**src/rtl/core/indexed_shift_list_assert.svh**
```systemverilog
// assertion macros shared by the indexed shift list rtl
// no dependencies; taken in by `include where checks are written

`ifndef INDEXED_SHIFT_LIST_ASSERT_SVH
`define INDEXED_SHIFT_LIST_ASSERT_SVH

// same-cycle implication, checked at every rising edge out of reset
`define ISL_ASSERT_IMP(label, clk, rst_n, ante, cons) \
	label: assert property (@(posedge clk) disable iff (!rst_n) (ante) |-> (cons)) \
		else $error("indexed_shift_list check failed");

// next-cycle implication
`define ISL_ASSERT_NXT(label, clk, rst_n, ante, cons) \
	label: assert property (@(posedge clk) disable iff (!rst_n) (ante) |=> (cons)) \
		else $error("indexed_shift_list check failed");

`endif

```
**src/rtl/core/isl_pkg.sv**
```systemverilog
// types and constants of the indexed shift list
// no dependencies; used by every module of the block

package isl_pkg;

	localparam int unsigned DEPTH_DEF = 16;
	localparam int unsigned WORD_W    = 32;
	localparam int unsigned POS_W     = 6;
	localparam int unsigned KIND_W    = 2;
	localparam int unsigned STATUS_W  = 2;
	localparam int unsigned COUNT_W   = 5;

	typedef enum logic [KIND_W-1:0] {
		KIND_APPEND = 2'd0,
		KIND_INSERT = 2'd1,
		KIND_REMOVE = 2'd2,
		KIND_READ   = 2'd3
	} kind_t;

	typedef enum logic [STATUS_W-1:0] {
		ST_OK   = 2'd0,
		ST_FULL = 2'd1,
		ST_BAD  = 2'd2
	} status_t;

	// what every cell of the chain does in one cycle
	typedef enum logic [1:0] {
		CELL_HOLD   = 2'd0,
		CELL_INSERT = 2'd1,
		CELL_REMOVE = 2'd2
	} cell_op_t;

	// decode result handed from the controller to the top level
	typedef struct packed {
		cell_op_t op;
		status_t  status;
		logic     take;
	} isl_ctl_t;

endpackage

```
**src/rtl/core/isl_cell.sv**
```systemverilog
// one entry cell of the indexed shift list chain
// depends on isl_pkg

module isl_cell #(
	parameter int unsigned DEPTH = isl_pkg::DEPTH_DEF,
	parameter int unsigned IDX   = 0
) (
	input  logic                        clk,
	input  isl_pkg::cell_op_t           op,
	input  logic [$clog2(DEPTH)-1:0]    idx,
	input  logic [isl_pkg::WORD_W-1:0]  word,
	input  logic [isl_pkg::WORD_W-1:0]  left,
	input  logic [isl_pkg::WORD_W-1:0]  right,
	output logic [isl_pkg::WORD_W-1:0]  data,
	output logic [isl_pkg::WORD_W-1:0]  rd_data
);

	localparam int unsigned IW = $clog2(DEPTH);
	localparam logic [IW-1:0] MY_IDX = IW'(IDX);

	logic [isl_pkg::WORD_W-1:0] data_q;

	always_ff @(posedge clk) begin
		case (op)
			isl_pkg::CELL_INSERT: begin
				if (MY_IDX == idx) begin
					data_q <= word;
				end else if (MY_IDX > idx) begin
					data_q <= left;
				end
			end
			isl_pkg::CELL_REMOVE: begin
				if (MY_IDX >= idx) begin
					data_q <= right;
				end
			end
			default: begin
			end
		endcase
	end

	assign data    = data_q;
	// only the addressed cell drives the read bus
	assign rd_data = (MY_IDX == idx) ? data_q : '0;

endmodule

```
**src/rtl/core/isl_ctrl.sv**
```systemverilog
// controller of the indexed shift list: entry count, position mapping, range checks
// depends on isl_pkg and indexed_shift_list_assert.svh

`include "indexed_shift_list_assert.svh"

module isl_ctrl #(
	parameter int unsigned DEPTH = isl_pkg::DEPTH_DEF
) (
	input  logic                          clk,
	input  logic                          arst_n,
	input  logic                          fire,
	input  logic [isl_pkg::KIND_W-1:0]    kind,
	input  logic [isl_pkg::POS_W-1:0]     position,
	output isl_pkg::isl_ctl_t             ctl,
	output logic [$clog2(DEPTH)-1:0]      idx,
	output logic [isl_pkg::COUNT_W-1:0]   count_after
);

	localparam int unsigned IW = $clog2(DEPTH);
	localparam int unsigned CW = $clog2(DEPTH + 1);
	localparam int unsigned KW = ((CW > isl_pkg::POS_W) ? CW : isl_pkg::POS_W) + 1;

	logic [CW-1:0]        count_q;
	logic [CW-1:0]        count_nxt;
	logic signed [KW-1:0] cnt_s;
	logic signed [KW-1:0] pos_s;
	logic signed [KW-1:0] k_s;
	logic                 full;
	logic                 ins_ok;
	logic                 rr_ok;

	assign cnt_s  = signed'({{(KW-CW){1'b0}}, count_q});
	assign pos_s  = signed'({{(KW-isl_pkg::POS_W){position[isl_pkg::POS_W-1]}}, position});
	// negative positions count back from the end
	assign k_s    = pos_s[KW-1] ? (cnt_s + pos_s) : pos_s;
	assign full   = (count_q >= CW'(DEPTH));
	assign ins_ok = !pos_s[KW-1] && (pos_s <= cnt_s);
	assign rr_ok  = !k_s[KW-1] && (k_s < cnt_s);

	always_comb begin
		ctl.op     = isl_pkg::CELL_HOLD;
		ctl.status = isl_pkg::ST_OK;
		ctl.take   = 1'b0;
		idx        = '0;
		count_nxt  = count_q;
		case (isl_pkg::kind_t'(kind))
			isl_pkg::KIND_APPEND: begin
				if (full) begin
					ctl.status = isl_pkg::ST_FULL;
				end else begin
					ctl.op    = isl_pkg::CELL_INSERT;
					idx       = count_q[IW-1:0];
					count_nxt = count_q + CW'(1);
				end
			end
			isl_pkg::KIND_INSERT: begin
				if (full) begin
					ctl.status = isl_pkg::ST_FULL;
				end else if (!ins_ok) begin
					ctl.status = isl_pkg::ST_BAD;
				end else begin
					ctl.op    = isl_pkg::CELL_INSERT;
					idx       = pos_s[IW-1:0];
					count_nxt = count_q + CW'(1);
				end
			end
			isl_pkg::KIND_REMOVE: begin
				if (!rr_ok) begin
					ctl.status = isl_pkg::ST_BAD;
				end else begin
					ctl.op    = isl_pkg::CELL_REMOVE;
					ctl.take  = 1'b1;
					idx       = k_s[IW-1:0];
					count_nxt = count_q - CW'(1);
				end
			end
			isl_pkg::KIND_READ: begin
				if (!rr_ok) begin
					ctl.status = isl_pkg::ST_BAD;
				end else begin
					ctl.take = 1'b1;
					idx      = k_s[IW-1:0];
				end
			end
			default: begin
				ctl.status = isl_pkg::ST_BAD;
			end
		endcase
		// cells move only on an accepted word
		if (!fire) begin
			ctl.op = isl_pkg::CELL_HOLD;
		end
	end

	always_ff @(posedge clk or negedge arst_n) begin
		if (!arst_n) begin
			count_q <= '0;
		end else if (fire) begin
			count_q <= count_nxt;
		end
	end

	assign count_after = isl_pkg::COUNT_W'(count_nxt);

	`ISL_ASSERT_IMP(a_count_bound, clk, arst_n, 1'b1, count_q <= CW'(DEPTH))
	`ISL_ASSERT_IMP(a_full_only_at_depth, clk, arst_n, fire && ctl.status == isl_pkg::ST_FULL, count_q == CW'(DEPTH))
	`ISL_ASSERT_NXT(a_insert_grows, clk, arst_n, fire && ctl.op == isl_pkg::CELL_INSERT, count_q == $past(count_q) + CW'(1))
	`ISL_ASSERT_NXT(a_idle_holds, clk, arst_n, !fire, $stable(count_q))

endmodule

```
**src/rtl/core/indexed_shift_list.sv**
```systemverilog
// top level of the indexed shift list: chain of entry cells plus output register
// depends on isl_pkg, isl_ctrl and isl_cell

//  channel | direction | handshake           | payload
//  --------+-----------+---------------------+--------------------------------------
//  in      | input     | in_valid / in_ready | kind, position, element_value
//  out     | output    | out_valid/out_ready | result_value, status, entry_count
//
// every operation finishes in the cycle it is accepted; its result word shows
// on the next cycle, so one word per cycle is taken while out_ready stays high
// the rate is set by the cell chain: all cells shift together at the same clock edge
// reset clears the entry count and the output valid; cell contents and the output payload are not reset
// while a result word waits with out_ready low the output register holds and in_ready drops

module indexed_shift_list #(
	parameter int unsigned DEPTH = isl_pkg::DEPTH_DEF
) (
	input  logic                          clk,
	input  logic                          arst_n,
	input  logic                          in_valid,
	output logic                          in_ready,
	input  logic [isl_pkg::KIND_W-1:0]    kind,
	input  logic [isl_pkg::POS_W-1:0]     position,
	input  logic [isl_pkg::WORD_W-1:0]    element_value,
	output logic                          out_valid,
	input  logic                          out_ready,
	output logic [isl_pkg::WORD_W-1:0]    result_value,
	output logic [isl_pkg::STATUS_W-1:0]  status,
	output logic [isl_pkg::COUNT_W-1:0]   entry_count
);

	localparam int unsigned IW = $clog2(DEPTH);

	logic                         fire;
	isl_pkg::isl_ctl_t            ctl;
	logic [IW-1:0]                idx;
	logic [isl_pkg::COUNT_W-1:0]  count_after;
	logic [isl_pkg::WORD_W-1:0]   cell_data [DEPTH];
	logic [isl_pkg::WORD_W-1:0]   cell_rd   [DEPTH];
	logic [isl_pkg::WORD_W-1:0]   rd_word;

	logic                         out_valid_q;
	logic [isl_pkg::WORD_W-1:0]   result_value_q;
	isl_pkg::status_t             status_q;
	logic [isl_pkg::COUNT_W-1:0]  entry_count_q;

	// take a new word whenever the output register is free or being emptied
	assign in_ready = !out_valid_q || out_ready;
	assign fire     = in_valid && in_ready;

	isl_ctrl #(
		.DEPTH (DEPTH)
	) u_ctrl (
		.clk         (clk),
		.arst_n      (arst_n),
		.fire        (fire),
		.kind        (kind),
		.position    (position),
		.ctl         (ctl),
		.idx         (idx),
		.count_after (count_after)
	);

	// cell i takes from i-1 on insert and from i+1 on remove
	for (genvar i = 0; i < DEPTH; i++) begin : g_cell
		logic [isl_pkg::WORD_W-1:0] left_w;
		logic [isl_pkg::WORD_W-1:0] right_w;

		if (i == 0) begin : g_first
			assign left_w = '0;
		end else begin : g_mid_l
			assign left_w = cell_data[i-1];
		end

		if (i == DEPTH - 1) begin : g_last
			assign right_w = '0;
		end else begin : g_mid_r
			assign right_w = cell_data[i+1];
		end

		isl_cell #(
			.DEPTH (DEPTH),
			.IDX   (i)
		) u_cell (
			.clk     (clk),
			.op      (ctl.op),
			.idx     (idx),
			.word    (element_value),
			.left    (left_w),
			.right   (right_w),
			.data    (cell_data[i]),
			.rd_data (cell_rd[i])
		);
	end

	// read bus: at most one cell drives a nonzero word
	always_comb begin
		rd_word = '0;
		for (int unsigned i = 0; i < DEPTH; i++) begin
			rd_word = rd_word | cell_rd[i];
		end
	end

	always_ff @(posedge clk or negedge arst_n) begin
		if (!arst_n) begin
			out_valid_q <= 1'b0;
		end else if (fire) begin
			out_valid_q <= 1'b1;
		end else if (out_ready) begin
			out_valid_q <= 1'b0;
		end
	end

	// payload of the result word; zero value unless a read or remove succeeded
	always_ff @(posedge clk) begin
		if (fire) begin
			result_value_q <= ctl.take ? rd_word : '0;
			status_q       <= ctl.status;
			entry_count_q  <= count_after;
		end
	end

	assign out_valid    = out_valid_q;
	assign result_value = result_value_q;
	assign status       = status_q;
	assign entry_count  = entry_count_q;

endmodule
```
**config.mk**
```make
export PLATFORM = sky130hd
export DESIGN_NAME = indexed_shift_list
export DESIGN_NICKNAME = d
export VERILOG_FILES = /design/src/rtl/core/isl_pkg.sv /design/src/rtl/core/isl_cell.sv /design/src/rtl/core/isl_ctrl.sv /design/src/rtl/core/indexed_shift_list.sv
export VERILOG_INCLUDE_DIRS = /design/src /design/src/rtl/core
export SDC_FILE = /design/constraint.sdc
export NUM_CORES = 2
export LEC_CHECK = 0
export BUFFER_PORTS_ARGS = -buffer_cell sky130_fd_sc_hd__buf_4
export CORE_UTILIZATION = 64
export CTS_CLUSTER_DIAMETER = 30
export DETAILED_ROUTE_END_ITERATION = 8
export MAX_ROUTING_LAYER = met4
export PLACE_DENSITY = 0.81
export SLEW_MARGIN = 25
export SYNTH_ARGS = -nofsm -noshare
export SYNTH_HDL_FRONTEND = slang
export SYNTH_HIERARCHICAL = 1
export SYNTH_SLANG_ARGS = --single-unit
```
**constraint.sdc**
```tcl
create_clock -name clk -period 12.8 [get_ports clk]
set_input_delay 1.92 -clock clk [delete_from_list [all_inputs] [get_ports clk]]
set_output_delay 1.92 -clock clk [all_outputs]
set_load 0.02 [all_outputs]
```
==> results.sh <==
export IMPL_synth_compound_area_share_pct=10.4
export IMPL_reg2reg_slack_ps=5910
export IMPL_sequentialPowerShare_pct=34.7
export IMPL_hold_path_class="reg2reg"
export IMPL_num_vias=28707
export IMPL_yosys_area_share_adder_pct=0.723
export IMPL_final_max_slew_viol_count=0
export IMPL_start_util_pct=65.4
export IMPL_synthMuxAreaShare_pct=11.4
export IMPL_drtPass1Iterations=6
export IMPL_drt_iter0_markers=3752
export IMPL_wl_um=108000
export IMPL_layout_nets=3528
export IMPL_die_y_um=232
export IMPL_cts_sinks=557
export IMPL_tightestPinTransition_ps=1120
export IMPL_drc=0
export IMPL_port_buffers=84
export IMPL_fin_crit_ps=7520
export IMPL_crit_fanout=33
export IMPL_grt_max_degree=66
export IMPL_setup_tns_ps=0
export IMPL_ys_ff_latch=557
export IMPL_gp_congestion=0.887
export IMPL_utilization_pct=75.2
export IMPL_layout_commonest_cell="edfxtp_1"
export IMPL_design_area_um2=39000
export IMPL_synth_warnings=6
export IMPL_pwr_share_clk_pct=52.0
export IMPL_grt_pass1_vias=28381
export IMPL_detail_route_wl_per_cell_um=25.4
export IMPL_track_usage_pct=41.2
export IMPL_slew_headroom_pct=24.9
export IMPL_std_cell_rows=83
export IMPL_drive_above_1_share_pct=11.5
export IMPL_crit_path_start_kind="input pin"
export IMPL_synth_area_um2=33900
export IMPL_clockRootBuffer="clkbuf_16"
export IMPL_p_switching_mw=1.67
export IMPL_setup_ws_ps=5280
export IMPL_grt_pass1_wl_um=163000
export IMPL_holdWs_ps=568
export IMPL_clkTransAtPathRegs_ps=40
export IMPL_fin_cells=4253
export IMPL_fin_worst_skew_ps=21.5
export IMPL_powerDensity_nw_per_um2=162
export IMPL_setup_viol=0
export IMPL_routed_via_density=6.75
export IMPL_cts_buffers=133
export IMPL_maxCapViolations=0
export IMPL_post_cts_buffers=0
export IMPL_async_flop_share_pct=1.08
export IMPL_antenna_found_initial=5
export IMPL_io_pins=85
export IMPL_critPathArrivalTime_ps=7880
export IMPL_cts_tree="done"
export IMPL_p_comb_share_pct=13.2
export IMPL_synth_top_family_by_area="simple AND/OR/NAND/NOR gates"
export IMPL_core_um2=51800
export IMPL_insertion_delay_ps=720
export IMPL_status="finished clean"
export IMPL_synth_edf_count=551
export IMPL_htreeDepth=4
export IMPL_hold_violations=0
export IMPL_dp_cells=4010
export IMPL_place_ws_ps=4560
export IMPL_synth_simple_gate_area_share_pct=22.6
export IMPL_rsz0062_at_grt="no"
export IMPL_syn_avg_cell_area_um2=10.1
export IMPL_power_mw=6.31
export IMPL_hold_buffers=0
export IMPL_max_vdd_ir_drop_v=0.000135
export IMPL_cts_resized=0
export IMPL_grt_ovfl_total=0
export IMPL_yosysUniqueCellTypes=64
export IMPL_critPathCaptureType="register"
export IMPL_internal_power_mw=4.64
export IMPL_worstSetupPathType="in2reg"
export IMPL_antenna_left=0
export IMPL_yosys_area_share_xor_xnor_pct=0.362
export IMPL_die_x_um=232
export IMPL_yosysSeqAreaShare_pct=49.2
export IMPL_syn_to_final_growth_pct=15.0
export IMPL_dpl_hpwl_um=61200
export IMPL_netlist_instances=3371
export IMPL_cts_buffer_depth=3
export IMPL_placed_area_um2=34600
export IMPL_cp_data_required_time_ps=13160
export IMPL_layout_common_cells="edfxtp_1, and2_1, nor2_1"
export IMPL_finalCritPeriodShare_pct=58.8
export IMPL_die_area_um2=53900
export IMPL_leakage_nw=14.1
export IMPL_ys_flop_type="edfxtp_1"
export IMPL_fmax_ghz=0.133
export IMPL_swShare_pct=26.5
synthesized netlist by cell type, drive strengths merged, types with 4 or more instances:
cell	n	area, um^2
a21oi	369	1850
inv	12	45.0
clkbuf	120	473
and4b	5	50.1
o21ai	40	200
and4bb	6	75.1
a211oi	5	37.5
nand2b	24	150
edfxtp	551	16500
mux2i	384	3840
a31oi	133	832
nor4	130	828
nand4b	4	35.0
a41o	4	40.0
buf	129	1240
dfrtp	6	150
xnor2	14	123
nor2b	4	25.0
nand2	305	1140
and2	514	3220
ha	18	225
nor2	501	1880
a41oi	35	307
nor4b	6	128
nor3	6	35.0
kinds of logic (layout without fill, tap and decap cells):
group	after synthesis	in the layout
fa+ha+maj	19	19
mux	386	386
compound gates	614	614
buf+inv	262	397
xor+xnor	14	14
flops	557	557
simple gates	1518	1518
other cells	1	68
state kept, by name, summed over array words and instances, names as in the netlist:
register	count
out_valid	1
g_cell.u_cell/data	512
result_value	32
u_ctrl/count_q	5
status	2
entry_count	5
area by class of cell:
type                            instances  area, um^2
Sequential cell                       557       16700
Multi-Input combinational cell       2615       15900
Fill cell                            3327       12800
Clock buffer                          163        3560
Timing Repair Buffer                  145        1090
Tap cell                              680         851
Clock inverter                         76         779
Inverter                               13        51.3
Antenna cell                            4        10.0
routing by layer:
layer	up-vias	GRT usage, %	part of all wire, %
met4	0	24.4	5.7
met1	13830	50.9	37
met2	2091	62.1	45
met5	-	-	0
li1	12320	-	-
met3	466	9.01	12
power by group through the flow:
stage | logic [mW] | registers (mW) | clock network [mW]
6_report | 0.836 | 2.19 | 3.29
3_5_place_dp | 0.804 | 2.22 | 0
3_3_place_gp | 0.775 | 2.22 | 0
2_1_floorplan | 0.567 | 2.22 | 0
5_1_grt | 0.879 | 2.20 | 3.39
4_1_cts | 0.812 | 2.19 | 3.30
path summary, 6_finish.rpt:
| path | from | end | depth (start not counted) |
|---|---|---|---|
| max | position[0] | g_cell[4].u_cell/data[5] | 20 |
| min | out_valid | out_valid | 2 |
| max reg2reg | u_ctrl/count_q[2] | g_cell[4].u_cell/data[5] | 18 |
| min reg2reg | out_valid | out_valid | 2 |
| max in group asynchronous | arst_n | u_ctrl/count_q[0] | 1 |
| min in group asynchronous | arst_n | out_valid | 1 |
worst max-delay path: stages:
cell	delay, ps
buf_4	130
ha_1	230
fa_1	420
a21oi_1	240
nor2_1	80
nor2_1	120
xnor2_1	130
a21oi_1	90
ha_1	230
o41ai_4	450
and3_1	470
a32oi_1	160
nand2_1	100
buf_4	440
nor4b_4	280
buf_4	490
buf_4	540
nor2_1	160
a21oi_4	660
buf_4	470
(Power assumes the default switching activity.)
